<file path="src/hdl/spfe_pkg.sv">
// ----------------------------------------------------------------------------
// spfe_pkg - shared types and constants
// Widths, codes, and controller/datapath interface structs for the
// segment/polygon first-entry unit.
// ----------------------------------------------------------------------------
package spfe_pkg;

  // field widths
  localparam int VertexCountW = 5;
  localparam int SlotW        = 4;
  localparam int CoordW       = 32;
  localparam int EdgeW        = 4;
  localparam int DiffW        = CoordW + 1;      // coordinate differences
  localparam int NumW         = 68;              // cross products, signed
  localparam int ProdW        = 2 * NumW;        // multiplier result
  localparam int QuotW        = DiffW + 1;       // entry offset magnitude
  localparam int DigitW       = 8;               // multiplier digit per cycle

  // stream payload widths
  localparam int SDataW = 136;
  localparam int MDataW = 72;

  // configuration port
  localparam int PaddrW = 3;
  localparam int PdataW = 32;
  localparam logic CfgVertexCountIdx = 1'b0;
  localparam logic [VertexCountW-1:0] VertexCountReset = 5'd3;

  // parameter defaults
  localparam int DefMaxVertices   = 16;
  localparam int DefCoordFracBits = 16;
  localparam int DefTTolLsb       = 0;

  localparam int MinVertices = 3;

  typedef enum logic {
    OP_WRITE = 1'b0,
    OP_QUERY = 1'b1
  } op_e;

  // operand pair for the shared multiplier
  typedef enum logic [3:0] {
    MS_DX_EY,
    MS_DY_EX,
    MS_FX_EY,
    MS_FY_EX,
    MS_FX_DY,
    MS_FY_DX,
    MS_NUM_BDEN,
    MS_BNUM_DN,
    MS_BNUM_DX,
    MS_BNUM_DY
  } mul_sel_e;

  typedef enum logic [3:0] {
    ST_IDLE,
    ST_RD0,
    ST_LD0,
    ST_RDB,
    ST_LDB,
    ST_MSTART,
    ST_MWAIT,
    ST_NORM,
    ST_WIN,
    ST_CHK,
    ST_DECIDE,
    ST_NEXT,
    ST_FIN,
    ST_DIVLD,
    ST_DIV,
    ST_OUT
  } ctrl_state_e;

  typedef struct packed {
    logic     vtx_wr;
    logic     query_ld;
    logic     rd_zero;
    logic     ld_first;
    logic     ld_b;
    logic     mul_start;
    mul_sel_e mul_sel;
    logic     mul_wr;
    logic     norm;
    logic     win;
    logic     take;
    logic     next;
    logic     div_ld;
    logic     div_step;
    logic     sum_ld;
    logic     axis;
    logic     out_ld;
  } dp_cmd_t;

  typedef struct packed {
    logic n_small;
    logic mul_done;
    logic den_zero;
    logic pass;
    logic have;
    logic lt;
    logic last_edge;
    logic div_last;
    logic out_busy;
  } dp_stat_t;

  function automatic logic [NumW-1:0] ext_num(input logic [DiffW-1:0] v);
    ext_num = {{(NumW-DiffW){v[DiffW-1]}}, v};
  endfunction

endpackage

</file>
<file path="src/hdl/spfe_ctrl.sv">
// ----------------------------------------------------------------------------
// spfe_ctrl - query sequencer
// Walks the edges, orders the multiplier jobs, the compare and the divide.
// ----------------------------------------------------------------------------
module spfe_ctrl (
  input  logic              clk_i,
  input  logic              rst_ni,
  input  logic              in_valid_i,
  input  spfe_pkg::op_e     in_op_i,
  input  spfe_pkg::dp_stat_t stat_i,
  output logic              in_ready_o,
  output spfe_pkg::dp_cmd_t cmd_o
);
  import spfe_pkg::*;

  ctrl_state_e state_q, state_d;
  mul_sel_e    sel_q, sel_d;
  logic        axis_q, axis_d;

  always_ff @(posedge clk_i or negedge rst_ni) begin
    if (!rst_ni) begin
      state_q <= ST_IDLE;
      sel_q   <= MS_DX_EY;
      axis_q  <= 1'b0;
    end else begin
      state_q <= state_d;
      sel_q   <= sel_d;
      axis_q  <= axis_d;
    end
  end

  // next state
  always_comb begin
    state_d = state_q;
    sel_d   = sel_q;
    axis_d  = axis_q;
    case (state_q)
      ST_IDLE: begin
        if (in_valid_i && in_op_i == OP_QUERY) state_d = ST_RD0;
      end
      ST_RD0:  state_d = stat_i.n_small ? ST_OUT : ST_LD0;
      ST_LD0:  state_d = ST_RDB;
      ST_RDB:  state_d = ST_LDB;
      ST_LDB: begin
        sel_d   = MS_DX_EY;
        state_d = ST_MSTART;
      end
      ST_MSTART: state_d = ST_MWAIT;
      ST_MWAIT: begin
        if (stat_i.mul_done) begin
          state_d = ST_MSTART;
          case (sel_q)
            MS_DX_EY:    sel_d = MS_DY_EX;
            MS_DY_EX:    sel_d = MS_FX_EY;
            MS_FX_EY:    sel_d = MS_FY_EX;
            MS_FY_EX:    sel_d = MS_FX_DY;
            MS_FX_DY:    sel_d = MS_FY_DX;
            MS_FY_DX:    state_d = ST_NORM;
            MS_NUM_BDEN: sel_d = MS_BNUM_DN;
            MS_BNUM_DN:  state_d = ST_DECIDE;
            MS_BNUM_DX:  state_d = ST_DIVLD;
            MS_BNUM_DY:  state_d = ST_DIVLD;
            default:     state_d = ST_IDLE;
          endcase
        end
      end
      ST_NORM: state_d = stat_i.den_zero ? ST_NEXT : ST_WIN;
      ST_WIN:  state_d = ST_CHK;
      ST_CHK: begin
        if (!stat_i.pass || !stat_i.have) begin
          state_d = ST_NEXT;
        end else begin
          sel_d   = MS_NUM_BDEN;
          state_d = ST_MSTART;
        end
      end
      ST_DECIDE: state_d = ST_NEXT;
      ST_NEXT:   state_d = stat_i.last_edge ? ST_FIN : ST_RDB;
      ST_FIN: begin
        if (stat_i.have) begin
          sel_d   = MS_BNUM_DX;
          axis_d  = 1'b0;
          state_d = ST_MSTART;
        end else begin
          state_d = ST_OUT;
        end
      end
      ST_DIVLD: state_d = ST_DIV;
      ST_DIV: begin
        if (stat_i.div_last) begin
          if (!axis_q) begin
            axis_d  = 1'b1;
            sel_d   = MS_BNUM_DY;
            state_d = ST_MSTART;
          end else begin
            state_d = ST_OUT;
          end
        end
      end
      ST_OUT:  state_d = stat_i.out_busy ? ST_OUT : ST_IDLE;
      default: state_d = ST_IDLE;
    endcase
  end

  // outputs
  always_comb begin
    in_ready_o = 1'b0;
    cmd_o      = '0;
    cmd_o.mul_sel = sel_q;
    cmd_o.axis    = axis_q;
    case (state_q)
      ST_IDLE: begin
        in_ready_o     = 1'b1;
        cmd_o.vtx_wr   = in_valid_i && in_op_i == OP_WRITE;
        cmd_o.query_ld = in_valid_i && in_op_i == OP_QUERY;
      end
      ST_RD0:    cmd_o.rd_zero   = 1'b1;
      ST_LD0:    cmd_o.ld_first  = 1'b1;
      ST_RDB:    cmd_o.rd_zero   = 1'b0;
      ST_LDB:    cmd_o.ld_b      = 1'b1;
      ST_MSTART: cmd_o.mul_start = 1'b1;
      ST_MWAIT:  cmd_o.mul_wr    = stat_i.mul_done;
      ST_NORM:   cmd_o.norm      = 1'b1;
      ST_WIN:    cmd_o.win       = 1'b1;
      ST_CHK:    cmd_o.take      = stat_i.pass && !stat_i.have;
      ST_DECIDE: cmd_o.take      = stat_i.lt;
      ST_NEXT:   cmd_o.next      = 1'b1;
      ST_FIN:    cmd_o.next      = 1'b0;
      ST_DIVLD:  cmd_o.div_ld    = 1'b1;
      ST_DIV: begin
        cmd_o.div_step = 1'b1;
        cmd_o.sum_ld   = stat_i.div_last;
      end
      ST_OUT:    cmd_o.out_ld    = !stat_i.out_busy;
      default:   cmd_o.next      = 1'b0;
    endcase
  end

endmodule

</file>
<file path="config.mk">
export PLATFORM = sky130hd
export DESIGN_NAME = spfe_ctrl
export DESIGN_NICKNAME = d
export VERILOG_FILES = /design/src/hdl/spfe_pkg.sv /design/src/hdl/spfe_ctrl.sv
export SDC_FILE = /design/constraint.sdc
export NUM_CORES = 1
export LEC_CHECK = 0
export ABC_AREA = 0
export BUFFER_PORTS_ARGS = -buffer_cell sky130_fd_sc_hd__buf_2
export CELL_PAD_IN_SITES_DETAIL_PLACEMENT = 0
export CELL_PAD_IN_SITES_GLOBAL_PLACEMENT = 2
export CORE_UTILIZATION = 27
export DETAILED_ROUTE_END_ITERATION = 10
export GPL_TIMING_DRIVEN = 0
export PLACE_DENSITY = 0.76
export SLEW_MARGIN = 20
export SYNTH_ARGS = -nofsm -noshare
export SYNTH_HDL_FRONTEND = slang
export SYNTH_SLANG_ARGS = --single-unit
</file>
<file path="constraint.sdc">
create_clock -name clk_i -period 2.1 [get_ports clk_i]
set_input_delay 0.105 -clock clk_i [delete_from_list [all_inputs] [get_ports clk_i]]
set_output_delay 0.105 -clock clk_i [all_outputs]
set_load 0.05 [all_outputs]
</file>
* Yosys cells after proc, flatten, opt, wreduce, memory -nomap -nowiden *
Index checks and enable logic that the tools add are counted.

storage, ports and cells
  bits in registers = 9
  bits in latches = 0
  memory bits (writable) = 0
  memory bits (read-only) = 0
  input bits = 13
  output and inout bits = 21
  memories kept = 0

operators by class
  add/sub/neg operators = 0
  multipliers = 0
  div/mod/pow operators = 0
  order comparisons = 0
  eq/ne operators = 31
  shifts and indexed selects = 0
  muxes and demuxes = 36
  bitwise logic cells = 1
  reductions and logical operators = 16

operators with widths
  kind                count
  $pmux 4 s16         1
  $mux 4              14
  $eq 4x4->1 const B  10
  $eq 4x3->1 const B  8
  $pmux 4 s6          1
  $pmux 4 s5          1
  $eq 4x2->1 const B  4
  $pmux 4 s4          1
  $mux 1              13
  $ne 2x2->1 const B  6
  $eq 4x1->1 const B  2
  $logic_not 4->1     2
  $ne 7x7->1 const B  1
  $reduce_and 7->1    1
  $mux 2              3
  $reduce_and 3->1    2
  $reduce_or 6->1     1
  $reduce_bool 5->1   1
  $pmux 1 s2          2
  $logic_and 1x1->1   3
  $logic_not 1->1     3
  $reduce_bool 2->1   1
  $reduce_or 2->1     1
  $logic_or 1x1->1    1
  $not 1->1           1

* Longest topological paths before layout *
  word-level depth = 5
  depth in mapped cells = 6

* Least setup slack after synthesis *
OpenSTA, ideal clock, no wires.

  kind = reg-to-output
  start point = reg state_q[1]
  end point = out cmd_o[19] (netlist name)
  arrival time = 2047 ps
  required time = 1995 ps
  slack = -52 ps
  stages on the path, launching flop included = 6
  path buffers = 1
  path through = dfrtp_1 buf_2 or4_1 inv_2 nand2_1 nor2_1

RTL lines
  what                      line             text
  start: declaration        spfe_ctrl.sv:16  ctrl_state_e state_q, state_d;
  start signal: assignment  spfe_ctrl.sv:26  state_q <= state_d;
  end: declaration          spfe_ctrl.sv:12  output spfe_pkg::dp_cmd_t cmd_o

==> impl_metrics.tcl <==
set metrics [dict create \
    status "finished clean" \
    yosysWarnings 0 \
    firstDrtPassIters 4 \
    final.setup.tns_ns 0 \
    synth_cell_type_count 46 \
    vias 1040 \
    first_global_vias 1026 \
    place.port_buffers 33 \
    synth_top_cell_by_area "dfrtp_1" \
    core_um2 3416 \
    clock-root-buffer "clkbuf_4" \
    synth_top_flop_cell "dfrtp_1" \
    via_per_inst 5.024 \
    internal_power_mw 0.8560 \
    cp.required_ns 2.00 \
    clock_sinks 9 \
    timing.critical_path.from "state_q[0]$_DFFE_PN0P_" \
    cts_max_path_buffers 2 \
    htree_levels 1 \
    cap_violations 0 \
    hp-start "stat_i[1]" \
    finalPower_mw 1.972 \
    yosysMostFrequentCell "nor2_1" \
    fmax_mhz 499.7 \
    ys_ff_latch 9 \
    hold_viol 0 \
    ys_async_sr_fraction_pct 100.0 \
    final_nets 175 \
    synth_common_cells "nor2_1 (15), a21oi_1 (12), nand2_1 (12)" \
    reg2regPathDepth 5 \
    synth_edf_count 0 \
    hold_path_class "in -> reg" \
    rsz0062_at_grt "no" \
    grt_overflow 0 \
    clock_latency_ns 0.26 \
    dpl_worst_slack_ns 0.3661 \
    place.gp.congestion 0.7476 \
    grt_max_degree 11 \
    syn_nets 136 \
    reg2reg_to "sel_q[3]$_DFFE_PN0P_" \
    postCtsSetupBuffers 0 \
    synth_cells 123 \
    io_pins 34 \
    fp-row-count 21 \
    p_comb_share_pct 76.7 \
    syn-cell-area_um2 987.2 \
    p_per_area_nw_per_um2 1573 \
    grt_pass1_wl_um 4671 \
    cts_made_buffers 3 \
    worstMarginPinSlew_ns 0.4352 \
    syn_to_final_growth_pct 27.00 \
    max-slew-margin-rel_pct 70.99 \
    finalSetupViolCount 0 \
    clkTransAtPathRegs_ns 0.06 \
    p_clk_share_pct 6.8 \
    end_kind "primary output" \
    die_area_um2 3902 \
    p_seq_share_pct 16.6 \
    antenna_found_initial 0 \
    setup_slack_ns 0.09869 \
    worstSetupPathType "reg -> out" \
    path_max_fanout 10 \
    power_switching_mw 1.116 \
    num_antenna_cells 0 \
    max-vdd-ir-drop_v 0.0004548 \
    first_iter_violations 36 \
    p_leak_nw 0.5652 \
    drc 0 \
    synth-seq-area-share_pct 22.81 \
    skew_ns 0.007700 \
    hold_ws_ns 0.1446 \
    r2r_start "state_q[2]$_DFFE_PN0P_" \
    track_usage_pct 15.03 \
    synth_top_area_share_pct 22.81 \
    final_core_util_pct 36.70 \
    wl_per_cell_um 13.27 \
    final.period_utilization_pct 95.30 \
    ys_top_cells_by_area "dfrtp_1 (23%), a21oi_1 (6.1%), nor2_1 (5.7%)" \
    p_sw_share_pct 56.60 \
    ff2ff_setup_slack_ns 0.46 \
    cts_tree "yes" \
    period_minus_slack_ns 2.001 \
    start_util_pct 28.90 \
    syn_area_per_cell_um2 8.026 \
    drv_slew 0 \
    wl_um 2747 \
    drive_above_1_share_pct 37.89 \
    endpoint "cmd_o[19]" \
    hpwl_um 2205 \
    fp.dieH_um 62.47 \
    cp.arrival_ns 1.90 \
    die_x_um 62.47 \
    start_kind "register" \
    ant_nets 0 \
]
metrics by stage:
step                      std cells  area, um2
after global routing            207       1254
final                           207       1254
after floorplan                 123      989.7
after detailed placement        202       1212
after CTS                       207       1249
after global placement          202       1212
cells by family (layout without fill, tap and decap cells):
logic type / Yosys count / after routing / share of synthesized area, %
simple gates: 62 / 62 / 38.02
flops: 9 / 9 / 22.81
buf+inv: 16 / 54 / 8.618
compound gates: 34 / 34 / 28.01
mux: 2 / 2 / 2.534
worst min-delay path by stage:
| stage | endpoint | cells past startpoint |
|---|---|---|
| floorplan | axis_q$_DFFE_PN0P_ | 0 |
| global placement | sel_q[0]$_DFFE_PN0P_ | 1 |
| detailed placement | sel_q[0]$_DFFE_PN0P_ | 1 |
| CTS | axis_q$_DFFE_PN0P_ | 3 |
| global route | axis_q$_DFFE_PN0P_ | 3 |
| finish | axis_q$_DFFE_PN0P_ | 3 |
worst max-delay path, cell delays in order (launching register included):
cell     delay [ns]
dfrtp_1        0.39
buf_2          0.18
or4_1          0.58
inv_2          0.11
nand2_1        0.06
nor2_2         0.07
buf_2          0.26
final cells by class:
class                      count  area (um2)
tap                           46       57.56
timing repair buffer          34       177.7
buffer                        11       66.31
sequential                     9       225.2
clock buffer                   4       26.28
inverter                       5       18.77
multi-input combinational     98       681.9
fill                         384        2162
what timing repair did:
action / CTS / global route
resized for setup: 0 / 2
hold buffers: 1 / 0
endpoints found under the hold margin: 9 / 0
setup endpoints to repair: 0 / 3
metal layers:
| layer | routed length (um) | global-route usage [%] | part of all wire [%] | vias to the layer above |
|---|---|---|---|---|
| met3 | 123 | 4.197 | 4.5 | 2 |
| met4 | 21 | 4.360 | 0.76 | 0 |
| met2 | 1255 | 23.91 | 46 | 24 |
| li1 | - | - | - | 532 |
| met5 | 0 | 0 | 0 | - |
| met1 | 1347 | 19.62 | 49 | 482 |
cell usage in the layout (no fill, tap or decap), types with 3 or more instances in the layout:
cell type  instances
clkbuf_1           3
o21ai_0            4
nand2b_1           5
nand3b_1           4
buf_4              3
nand2_1           12
inv_1              3
clkbuf_4           4
nor2_1            13
dfrtp_1            9
nor3_1             6
a21oi_1           12
buf_2             37
power by group through the flow:
stage / combinational, mW / clock, mW / sequential [mW]
final: 1.51 / 0.134 / 0.326
after detailed placement: 1.51 / 0 / 0.328
after global routing: 1.65 / 0.149 / 0.339
after CTS: 1.52 / 0.140 / 0.326
after floorplan: 1.12 / 0 / 0.406
after global placement: 1.52 / 0 / 0.324
sequential cells by signal, indices dropped and copies added, names as in the netlist:
register	flops
sel_q	4
axis_q	1
state_q	4
No activity file was read; power rests on OpenSTA's default activity.
